<file path="config.mk">
export PLATFORM = sky130hd
export DESIGN_NAME = refcounted_palette_bank_allocator
export DESIGN_NICKNAME = d
export VERILOG_FILES = /design/src/hw/rtl/rpba_pkg.sv /design/src/hw/rtl/rpba_ram.sv /design/src/hw/rtl/refcounted_palette_bank_allocator.sv
export VERILOG_INCLUDE_DIRS = /design/src /design/src/hw/rtl
export SDC_FILE = /design/constraint.sdc
export NUM_CORES = 1
export LEC_CHECK = 0
export BUFFER_PORTS_ARGS = -buffer_cell sky130_fd_sc_hd__buf_2
export CORE_ASPECT_RATIO = 0.5
export CORE_MARGIN = 3
export CORE_UTILIZATION = 55
export CTS_BUF_LIST = sky130_fd_sc_hd__clkbuf_2 sky130_fd_sc_hd__clkbuf_4 sky130_fd_sc_hd__clkbuf_8
export DETAILED_ROUTE_END_ITERATION = 10
export PLACE_DENSITY = 0.73
export SLEW_MARGIN = 20
export SYNTH_ARGS = -nofsm -noshare
export SYNTH_HDL_FRONTEND = slang
export SYNTH_HIERARCHICAL = 1
export SYNTH_SLANG_ARGS = --single-unit
</file>
<file path="constraint.sdc">
create_clock -name clk -period 9.4 [get_ports clk]
set_input_delay 0.94 -clock clk [delete_from_list [all_inputs] [get_ports clk]]
set_output_delay 0.94 -clock clk [all_outputs]
set_load 0.02 [all_outputs]
</file>
<file path="src/hw/rtl/refcounted_palette_bank_allocator_assert.svh">
// Assertion macros used by the palette bank allocator RTL.
`ifndef REFCOUNTED_PALETTE_BANK_ALLOCATOR_ASSERT_SVH
`define REFCOUNTED_PALETTE_BANK_ALLOCATOR_ASSERT_SVH

// Same-cycle implication, clocked on clk and held off during reset.
`define RPBA_ASSERT_IMPL(label, ante, cons) \
    label: assert property (@(posedge clk) disable iff (!rst_n) (ante) |-> cons) \
        else $error("palette bank allocator check failed");

// Next-cycle implication, clocked on clk and held off during reset.
`define RPBA_ASSERT_NEXT(label, ante, cons) \
    label: assert property (@(posedge clk) disable iff (!rst_n) (ante) |=> cons) \
        else $error("palette bank allocator check failed");

`endif

</file>
<file path="src/hw/rtl/rpba_pkg.sv">
// Package with the constants and codes of the palette bank allocator.
package rpba_pkg;

    // Field widths of the transaction ports.
    localparam int OPCODE_W = 1;
    localparam int SHEET_W  = 7;
    localparam int BIDX_W   = 3;
    localparam int BANK_W   = 4;
    localparam int USERS_W  = 5;

    // Configuration port geometry.
    localparam int PADDR_W  = 3;
    localparam int PDATA_W  = 32;
    localparam int REG_IDX_W = PADDR_W - 2;

    // Operation codes.
    localparam logic [OPCODE_W-1:0] OP_ACQUIRE = 1'b0;
    localparam logic [OPCODE_W-1:0] OP_RELEASE = 1'b1;

    // Register indexes.
    localparam logic [REG_IDX_W-1:0] REG_BASE_BANK = 1'b0;

    typedef logic [BANK_W-1:0] abs_bank_t;

endpackage

</file>
<file path="src/hw/rtl/rpba_ram.sv">
// Generic single-port-write, single-port-read RAM with a registered read.
module rpba_ram #(
    parameter int WIDTH = 4,
    parameter int DEPTH = 128,
    parameter int AW    = (DEPTH > 1) ? $clog2(DEPTH) : 1
) (
    input  logic             clk,
    input  logic             we,
    input  logic [AW-1:0]    waddr,
    input  logic [WIDTH-1:0] wdata,
    input  logic [AW-1:0]    raddr,
    output logic [WIDTH-1:0] rdata
);

    logic [WIDTH-1:0] mem_reg [DEPTH];
    logic [WIDTH-1:0] rdata_reg;

    // Write port and registered read port.
    always_ff @(posedge clk)
    begin
        if (we)
        begin
            mem_reg[waddr] <= wdata;
        end
        rdata_reg <= mem_reg[raddr];
    end

    assign rdata = rdata_reg;

endmodule

</file>
<file path="src/hw/rtl/refcounted_palette_bank_allocator.sv">
// Reference-counted palette bank allocator: sheet map in RAM, bank user counts.
//
//  Channel   | Direction | Handshake            | Payload
//  ----------+-----------+----------------------+------------------------------------------
//  request   | in        | start high, busy low | opcode, sheet_index, bank_index
//  result    | out       | done, one cycle      | bank, load_palette, fell_back,
//            |           |                      | users_after, sheet_released
//  config    | in/out    | APB, pready tied     | base_bank at byte address 0
//
// Each transaction reads the sheet map RAM on acceptance and then updates the map
// and the bank count in the update cycle. The result appears with done in the cycle
// after that, when the next transaction may already be accepted.
// Reset clears the map valid bits and all bank counts at once; no clearing pass.
// The receiver cannot stall results; busy is high only in the update cycle.

`include "refcounted_palette_bank_allocator_assert.svh"

module refcounted_palette_bank_allocator #(
    parameter int NUM_SHEETS = 128,
    parameter int NUM_BANKS  = 8,
    parameter int MAX_USERS  = 16
) (
    input  logic                            clk,
    input  logic                            rst_n,
    // Request channel
    input  logic                            start,
    output logic                            busy,
    input  logic [rpba_pkg::OPCODE_W-1:0]   opcode,
    input  logic [rpba_pkg::SHEET_W-1:0]    sheet_index,
    input  logic [rpba_pkg::BIDX_W-1:0]     bank_index,
    // Result channel
    output logic                            done,
    output logic [rpba_pkg::BANK_W-1:0]     bank,
    output logic                            load_palette,
    output logic                            fell_back,
    output logic [rpba_pkg::USERS_W-1:0]    users_after,
    output logic                            sheet_released,
    // Configuration port
    input  logic                            psel,
    input  logic                            penable,
    input  logic                            pwrite,
    input  logic [rpba_pkg::PADDR_W-1:0]    paddr,
    input  logic [rpba_pkg::PDATA_W-1:0]    pwdata,
    output logic [rpba_pkg::PDATA_W-1:0]    prdata,
    output logic                            pready
);

    import rpba_pkg::*;

    localparam int SHEET_AW = (NUM_SHEETS > 1) ? $clog2(NUM_SHEETS) : 1;
    localparam int POOL_W   = (NUM_BANKS > 1) ? $clog2(NUM_BANKS) : 1;
    localparam int CNT_W    = $clog2(MAX_USERS + 1);
    localparam logic [CNT_W-1:0] CNT_MAX = CNT_W'(MAX_USERS);

    localparam logic ST_IDLE = 1'b0;
    localparam logic ST_EXEC = 1'b1;

    // Control and configuration state
    logic                   state_reg;
    logic                   state_next;
    abs_bank_t              base_bank_reg;
    logic                   cfg_wr;
    logic [REG_IDX_W-1:0]   cfg_idx;

    // Latched request
    logic [OPCODE_W-1:0]    op_reg;
    logic [SHEET_W-1:0]     sheet_reg;
    logic [BIDX_W-1:0]      bidx_reg;

    // Sheet map and bank counts
    logic [NUM_SHEETS-1:0]  map_valid_reg;
    logic [CNT_W-1:0]       users_reg [NUM_BANKS];
    logic [NUM_BANKS-1:0]   free_reg;
    logic [POOL_W-1:0]      map_rdata;
    logic                   map_we;

    // Result registers
    logic                   done_reg;
    abs_bank_t              bank_reg;
    logic                   load_reg;
    logic                   fb_reg;
    logic [USERS_W-1:0]     users_out_reg;
    logic                   rel_reg;

    // Datapath of the update cycle
    logic                   exec;
    logic                   accept;
    logic                   is_rel;
    logic [8:0]             sheet_ext;
    logic [8:0]             in_sheet_ext;
    logic [SHEET_AW-1:0]    sheet_addr;
    logic [SHEET_AW-1:0]    in_sheet_addr;
    logic [BANK_W-1:0]      bidx_ext;
    logic                   sheet_ok;
    logic                   bidx_ok;
    logic                   hit;
    logic                   free_any;
    logic [POOL_W-1:0]      free_idx;
    logic                   acq_new;
    logic [POOL_W-1:0]      acq_pool;
    logic [POOL_W-1:0]      sel_pool;
    logic [CNT_W-1:0]       cnt_cur;
    logic [CNT_W-1:0]       cnt_new;
    logic [15:0]            cnt_wide;
    logic                   cnt_we;
    logic                   rel_clear;
    abs_bank_t              bank_next;
    logic [USERS_W-1:0]     users_next;

    // Configuration port: a single register, no wait states.
    assign pready  = 1'b1;
    assign cfg_idx = paddr[PADDR_W-1:2];
    assign cfg_wr  = psel && penable && pwrite && pready && (cfg_idx == REG_BASE_BANK);
    assign prdata  = (cfg_idx == REG_BASE_BANK) ? PDATA_W'(base_bank_reg) : '0;

    always_ff @(posedge clk or negedge rst_n)
    begin
        if (!rst_n)
        begin
            base_bank_reg <= '0;
        end
        else if (cfg_wr)
        begin
            base_bank_reg <= pwdata[BANK_W-1:0];
        end
    end

    // Sequencer: idle until a request, then the update state.
    assign exec   = (state_reg == ST_EXEC);
    assign busy   = exec;
    assign accept = start && !busy;

    always_comb
    begin
        state_next = state_reg;
        unique case (state_reg)
            ST_IDLE:
            begin
                if (start)
                begin
                    state_next = ST_EXEC;
                end
            end
            ST_EXEC:
            begin
                state_next = ST_IDLE;
            end
            default:
            begin
                state_next = ST_IDLE;
            end
        endcase
    end

    always_ff @(posedge clk or negedge rst_n)
    begin
        if (!rst_n)
        begin
            state_reg <= ST_IDLE;
        end
        else
        begin
            state_reg <= state_next;
        end
    end

    // Capture the request fields on acceptance.
    always_ff @(posedge clk)
    begin
        if (accept)
        begin
            op_reg    <= opcode;
            sheet_reg <= sheet_index;
            bidx_reg  <= bank_index;
        end
    end

    // Address and range decoding.
    assign in_sheet_ext  = 9'(sheet_index);
    assign in_sheet_addr = in_sheet_ext[SHEET_AW-1:0];
    assign sheet_ext     = 9'(sheet_reg);
    assign sheet_addr    = sheet_ext[SHEET_AW-1:0];
    assign bidx_ext      = BANK_W'(bidx_reg);
    assign sheet_ok      = sheet_ext < 9'(NUM_SHEETS);
    assign bidx_ok       = bidx_ext < BANK_W'(NUM_BANKS);
    assign is_rel        = (op_reg == OP_RELEASE);

    // Sheet map RAM, read at acceptance and written in the update cycle.
    rpba_ram #(
        .WIDTH (POOL_W),
        .DEPTH (NUM_SHEETS)
    ) u_map_ram (
        .clk   (clk),
        .we    (map_we),
        .waddr (sheet_addr),
        .wdata (free_idx),
        .raddr (in_sheet_addr),
        .rdata (map_rdata)
    );

    // Lowest bank that has no users.
    always_comb
    begin
        free_any = |free_reg;
        free_idx = '0;
        for (int i = NUM_BANKS - 1; i >= 0; i--)
        begin
            if (free_reg[i])
            begin
                free_idx = POOL_W'(i);
            end
        end
    end

    // Bank choice for acquire: mapped bank, else a free one, else pool bank zero.
    assign hit      = sheet_ok && map_valid_reg[sheet_addr];
    assign acq_new  = !hit && sheet_ok && free_any;
    assign acq_pool = hit ? map_rdata : (acq_new ? free_idx : '0);
    assign sel_pool = is_rel ? bidx_ext[POOL_W-1:0] : acq_pool;
    assign cnt_cur  = users_reg[sel_pool];

    // Count update: saturating increment on acquire, floored decrement on release.
    always_comb
    begin
        if (is_rel)
        begin
            cnt_new = (cnt_cur != '0) ? cnt_cur - 1'b1 : '0;
        end
        else
        begin
            cnt_new = (cnt_cur < CNT_MAX) ? cnt_cur + 1'b1 : cnt_cur;
        end
    end

    assign cnt_we    = exec && (!is_rel || bidx_ok);
    assign rel_clear = is_rel && bidx_ok && (cnt_new == '0) && sheet_ok;
    assign map_we    = exec && !is_rel && acq_new;

    // Map valid bits, bank counts and the free vector.
    always_ff @(posedge clk or negedge rst_n)
    begin
        if (!rst_n)
        begin
            map_valid_reg <= '0;
            free_reg      <= '1;
            for (int i = 0; i < NUM_BANKS; i++)
            begin
                users_reg[i] <= '0;
            end
        end
        else
        begin
            if (map_we)
            begin
                map_valid_reg[sheet_addr] <= 1'b1;
            end
            else if (exec && rel_clear)
            begin
                map_valid_reg[sheet_addr] <= 1'b0;
            end
            if (cnt_we)
            begin
                users_reg[sel_pool] <= cnt_new;
                free_reg[sel_pool]  <= (cnt_new == '0);
            end
        end
    end

    // Result fields.
    assign cnt_wide   = 16'(cnt_new);
    assign bank_next  = base_bank_reg + (is_rel ? bidx_ext : BANK_W'(acq_pool));
    assign users_next = (is_rel && !bidx_ok) ? '0 : cnt_wide[USERS_W-1:0];

    always_ff @(posedge clk or negedge rst_n)
    begin
        if (!rst_n)
        begin
            done_reg <= 1'b0;
        end
        else
        begin
            done_reg <= exec;
        end
    end

    always_ff @(posedge clk)
    begin
        if (exec)
        begin
            bank_reg      <= bank_next;
            load_reg      <= !is_rel && acq_new;
            fb_reg        <= !is_rel && !hit && !acq_new;
            users_out_reg <= users_next;
            rel_reg       <= rel_clear;
        end
    end

    assign done           = done_reg;
    assign bank           = bank_reg;
    assign load_palette   = load_reg;
    assign fell_back      = fb_reg;
    assign users_after    = users_out_reg;
    assign sheet_released = rel_reg;

    // Checks on sequencing and on the result fields.
    `RPBA_ASSERT_IMPL(a_done_follows_accept, start && !busy, ##2 done)
    `RPBA_ASSERT_NEXT(a_busy_one_cycle, busy, !busy)
    `RPBA_ASSERT_IMPL(a_new_map_one_user, done && load_palette, users_after == 5'd1)
    `RPBA_ASSERT_IMPL(a_release_at_zero, done && sheet_released, users_after == 5'd0)

endmodule

</file>
Yosys cells after proc, flatten, opt, wreduce, memory -nomap -nowiden:

Memories as Yosys holds them, arrays and structs flattened. A register that Yosys moved wholly into a read port is not among the register bits.
Index checks and enable logic that the tools add are counted.
W data, S select, Z words.

* bits in registers: 205
* RAM bits: 384
* input port bits: 52
* output and inout bits: 47
* memories kept: 1

* add/sub/neg operators: 3
* $lt $le $gt $ge: 9
* muxes and demuxes: 35
* bitwise logic cells: 6
* reductions and logical operators: 31

Memories
* u_map_ram.mem_reg: words 128, bits a word 3, read ports 1, clocked after memory_dff 1, write ports 1, line rpba_ram.sv:15 `logic [WIDTH-1:0] mem_reg [DEPTH];`

Operators with widths (number)
* $mux W128: 2
* $and A128 B128 Y128: 1
* $not A128 Y128: 1
* $or A128 B128 Y128: 1
* $bwmux W40: 1
* $mux W3: 12
* $mux W5: 6
* $logic_and A1 B1 Y1: 21
* $lt A7 B8 Y1 const B: 2
* $bmux W5 S3: 1
* $demux W5 S3: 1
* $bwmux W8: 1
* $lt A3 B4 Y1 const B: 2
* $reduce_or A8 Y1: 1
* $bmux W1 S7: 1
* $demux W1 S7: 1
* $ge A7 B1 Y1 const B: 1
* $mux W1: 6
* $add A5 B1 Y5 const B: 1
* $logic_not A1 Y1: 5
* $logic_not A5 Y1: 1
* $lt A5 B5 Y1 const B: 1
* $reduce_bool A5 Y1: 1
* $sub A5 B1 Y5 const B: 1
* 11 further kinds: 12

Longest topological paths before layout:

* word-level depth: 24
* mapped depth: 25
* gate-level depth less buffers: 17

By module:

Netlist, hierarchy kept.

Modules (own cells, without submodules)
* rpba_ram: times used 1, cells an instance 728, area an instance 15353.5 sq um, seq. area each 11591.1 sq um
* refcounted_palette_bank_allocator: times used 1, cells an instance 1017, area an instance 10995.5 sq um, seq. area each 5255.0 sq um

Least setup slack after synthesis:

No wires, ideal clock.

* path kind: reg-to-reg
* start: register free_reg[0]
* end: register (tool-made name)
* library setup time: 0.121 ns
* arrival time: 7.079 ns
* slack: 2.200 ns
* cell stages (with the launch flop): 14
* path buffers: 1
* period minus slack after synthesis: 7.200 ns
* cell sequence: dfstp_2 nor4_1 nor2b_1 a2111oi_0 o31ai_1 a211o_1 nand4_1 ha_1 nand3b_1 o221ai_1 or3_4 buf_6 or3_1 o22a_1

RTL lines
* from (decl): line refcounted_palette_bank_allocator.sv:73 `logic [NUM_BANKS-1:0] free_reg;`
* from (signal, indexed assignment): line refcounted_palette_bank_allocator.sv:264 `free_reg[sel_pool] <= (cnt_new == '0);`

==> impl_results.md <==
* Dpl cells at 2317
* CP dominant cell by count: buf_4
* Sw Ratio at 32.5%
* Worst vdd rail ir drop at 312 uV
* Final core occ at 60.7%
* DRT iter0 DRCs at 1775
* Gr ovfl total at 0
* Synth Cell Area at 0.0263 mm2
* Routed Antenna Nets at 0
* CTS tree: built
* Deepest clock path buffer count at 3
* Rows at 56
* Vias at 15500
* Vias in the first global route at 15700
* Total CTS buffers at 84
* Psw at 2.55 mW
* Die X at 316 um
* Slew Limit Fails at 0
* Max cap viols at 0
* Worst path bufs/invs at 3
* Measured slew at the worst slew-check pin at 1.13 ns
* Clock sink total at 592
* Clk_skew at 0.0266 ns
* Post-Synthesis Cells at 1745
* GPL Wtd Cong at 0.814
* CTS H-tree depth at 3
* Antenna violations before repair at 2
* Core area at 0.0471 mm2
* Worst-path clk slew at 0.06 ns
* Min Tclk post-route at 7.34 ns
* First-pass iteration count of the detailed router at 5
* First-pass GRT wire length at 90500 um
* Max incr delay on CP at 0.73 ns
* Share of Yosys cell area claimed by the top area cell type at 46.4%
* Crit path max-delay family: simple AND/OR/NAND/NOR gates
* Residual DRC count at 0
* Post-CTS Resized at 0
* Fraction of the yosys area taken by sequential cells at 63.9%
* CP arrival at 7.87 ns
* Initial Util at 56.0%
* Max_slew headroom at 24.2%
* Hold Vio Cnt, Final at 0
* Final cell count without fillers at 2474
* I/O Pins at 99
* WS Path Type: reg2reg
* Setup bufs post-CTS at 0
* Worst EP required at 9.94 ns
* Vias/cell at 6.27
* Leak pwr at 9.82 nW
* Combinational power share at 25.9%
* Async set or reset register ratio after synthesis at 30.7%
* Overall routed net length at 57200 um
* Slowest cell on crit path: edfxtp_1
* Crit-path cells: buf_4, buf_4, mux4_2, mux2i_1, nor3_1, a2111o_1, or2_2, a2111oi_4, or2_2, a211o_1, nand4_1, ha_1, mux2i_1, o2bb2ai_1, or3_4, buf_4, or3_1, o22a_1
* RSZ-0062 raised after global routing: false
* Sequential share of power at 48.5%
* Cts-stage hold buffer count at 0
* Critical-path maximum fanout at 38
* Met3 usage at 4.96%
* Final TNS setup at 0 ns
* Number of synthesized register bits at 592
* Hold slack at 0.218 ns
* Met2 Usage GRT at 35.4%
* Most frequent cells in the layout: 407 x edfxtp_1, 174 x dfrtp_1, 153 x nor2_1, 138 x mux4_2, 125 x o41ai_1
* Synth Flop Type: edfxtp_1
* Overall routing resource usage at 22.9%
* Clk_lat worst skew at 0.67 ns
* Crit path launch type: flop
* Int Pwr at 5.31 mW
* Most common cell after layout, fill and taps aside: edfxtp_1
* Port Buf Inserts at 39
* Count of cell types in the netlist at 73
* Worst hold path type: in2async
* HPWL Detailed at 33800 um
* Root Driver: clkbuf_8
* DIE AREA at 0.0507 mm2
* Nets at 1825
* Post-synth EDFFs at 407
* Largest net degree at the start of global routing at 129
* Mean Syn Cell Area at 15.1 um2
* GR Layer Usage met1 at 33.4%
* Ratio of final minimum period to clock period at 78.1%
* Power per standard cell area at 275 mW/mm2
* Clk pwr share at 25.6%
* Die Span Y at 161 um
* Area grow syn2layout at 8.39%
* Yosys top cell by area: edfxtp_1
* Status: completed
* Pwr Total at 7.86 mW
* CP endpoint kind: flop
* Fraction of layout cells with a size suffix above 1 at 24.7%
* YS warnings at 6
* F_max at 136 MHz
* Grt peak-use layer: met2
* Setup violators final at 0
* Ranking of synthesized cells by area: edfxtp_1 46%, dfrtp_1 17%, mux4_2 12%
* Routed WL per cell at 23.1 um
## power groups by stage
stage / Sequential [mW] / Clock [mW] / Combinational (mW)
2_1_floorplan: 3.92 / 0 / 1.41
3_3_place_gp: 3.85 / 0 / 1.96
3_5_place_dp: 3.86 / 0 / 2.03
4_1_cts: 3.81 / 2.06 / 2.03
5_1_grt: 3.84 / 2.18 / 2.24
6_report: 3.81 / 2.01 / 2.03
## cells by family after synthesis
kind of cell / synth area share [%]
mux: 15.9
simple gates: 6.78
xor+xnor: 0.0997
other cells: 0.0285
fa+ha+maj: 0.361
flops: 63.9
buf+inv: 3.60
compound gates: 9.34
## final timing paths
check | from | endpoint | slack, ns | cells after the start
setup / recovery | sheet_addr[2] | flop | 2.06 | 18
hold / removal | rst_n | users_reg[29] | 0.22 | 1
setup reg to reg | sheet_addr[2] | flop | 2.06 | 18
hold reg to reg | flop | flop | 0.49 | 2
max in group asynchronous | rst_n | asynchronous set/reset pin | 7.82 | 2
min in group clk | bank_index[2] | bidx_reg[2] | 0.47 | 1
## through the flow
stage	setup slack [ns]	cell area, um2
floorplan	2.20	26500
global placement	2.25	26800
detailed placement	2.19	26800
CTS	2.19	28500
global route	1.72	28600
finish	2.06	28600
## metal layers
metal	wire length (um)	vias to the layer above
li1	-	6943
met1	24000	7829
met2	27300	644
met3	4690	92
met4	1270	0
met5	0	-
## worst register-to-register path: cells and delay by family, from the launching register on
| kind | cells | cell delay, ns |
|---|---|---|
| AO/OA/AOI/OAI | 5 | 1.75 |
| adder cells (fa/ha/maj) | 1 | 0.41 |
| buffers and inverters | 3 | 1.21 |
| flip-flops | 1 | 0.73 |
| multiplexers | 3 | 0.77 |
| AND/OR/NAND/NOR | 6 | 2.34 |
## cell usage after synthesis (3+ instances only)
cell       count
o21ai_0       57
a211o_1       15
nor2b_1       20
clkbuf_1      83
a2111oi_0      4
o211ai_1       7
mux2_2        63
buf_2         20
nand4_1        7
nand3b_1       3
nand2b_1       8
mux2i_1       36
nor3b_1       18
nand2_1       95
dfstp_2        8
nor3_1        18
ha_1           6
a211oi_1       4
or2_2          5
nor4_1         5
edfxtp_1     407
inv_1         12
a21oi_1        6
mux4_2       138
nor2_1       154
o41ai_1      125
nand4_2        4
buf_1         11
or3_1          6
o21bai_1       4
o22a_1         4
dfrtp_1      174
or3b_2         5
buf_4         33
a31oi_1        3
buf_6         16
o22ai_1       14
o21ai_1       85
dfxtp_1        3
nand3_1       21
## cell type report
type	instances	area [um2]
Multi-Input combinational cell	1003	8670
Clock buffer	127	1510
Timing Repair Buffer	72	494
Tap cell	638	798
Clock inverter	27	181
Sequential cell	592	16800
Inverter	13	51.3
Fill cell	3485	18500
Antenna cell	2	5.00
No activity file was read; power rests on OpenSTA's default activity.
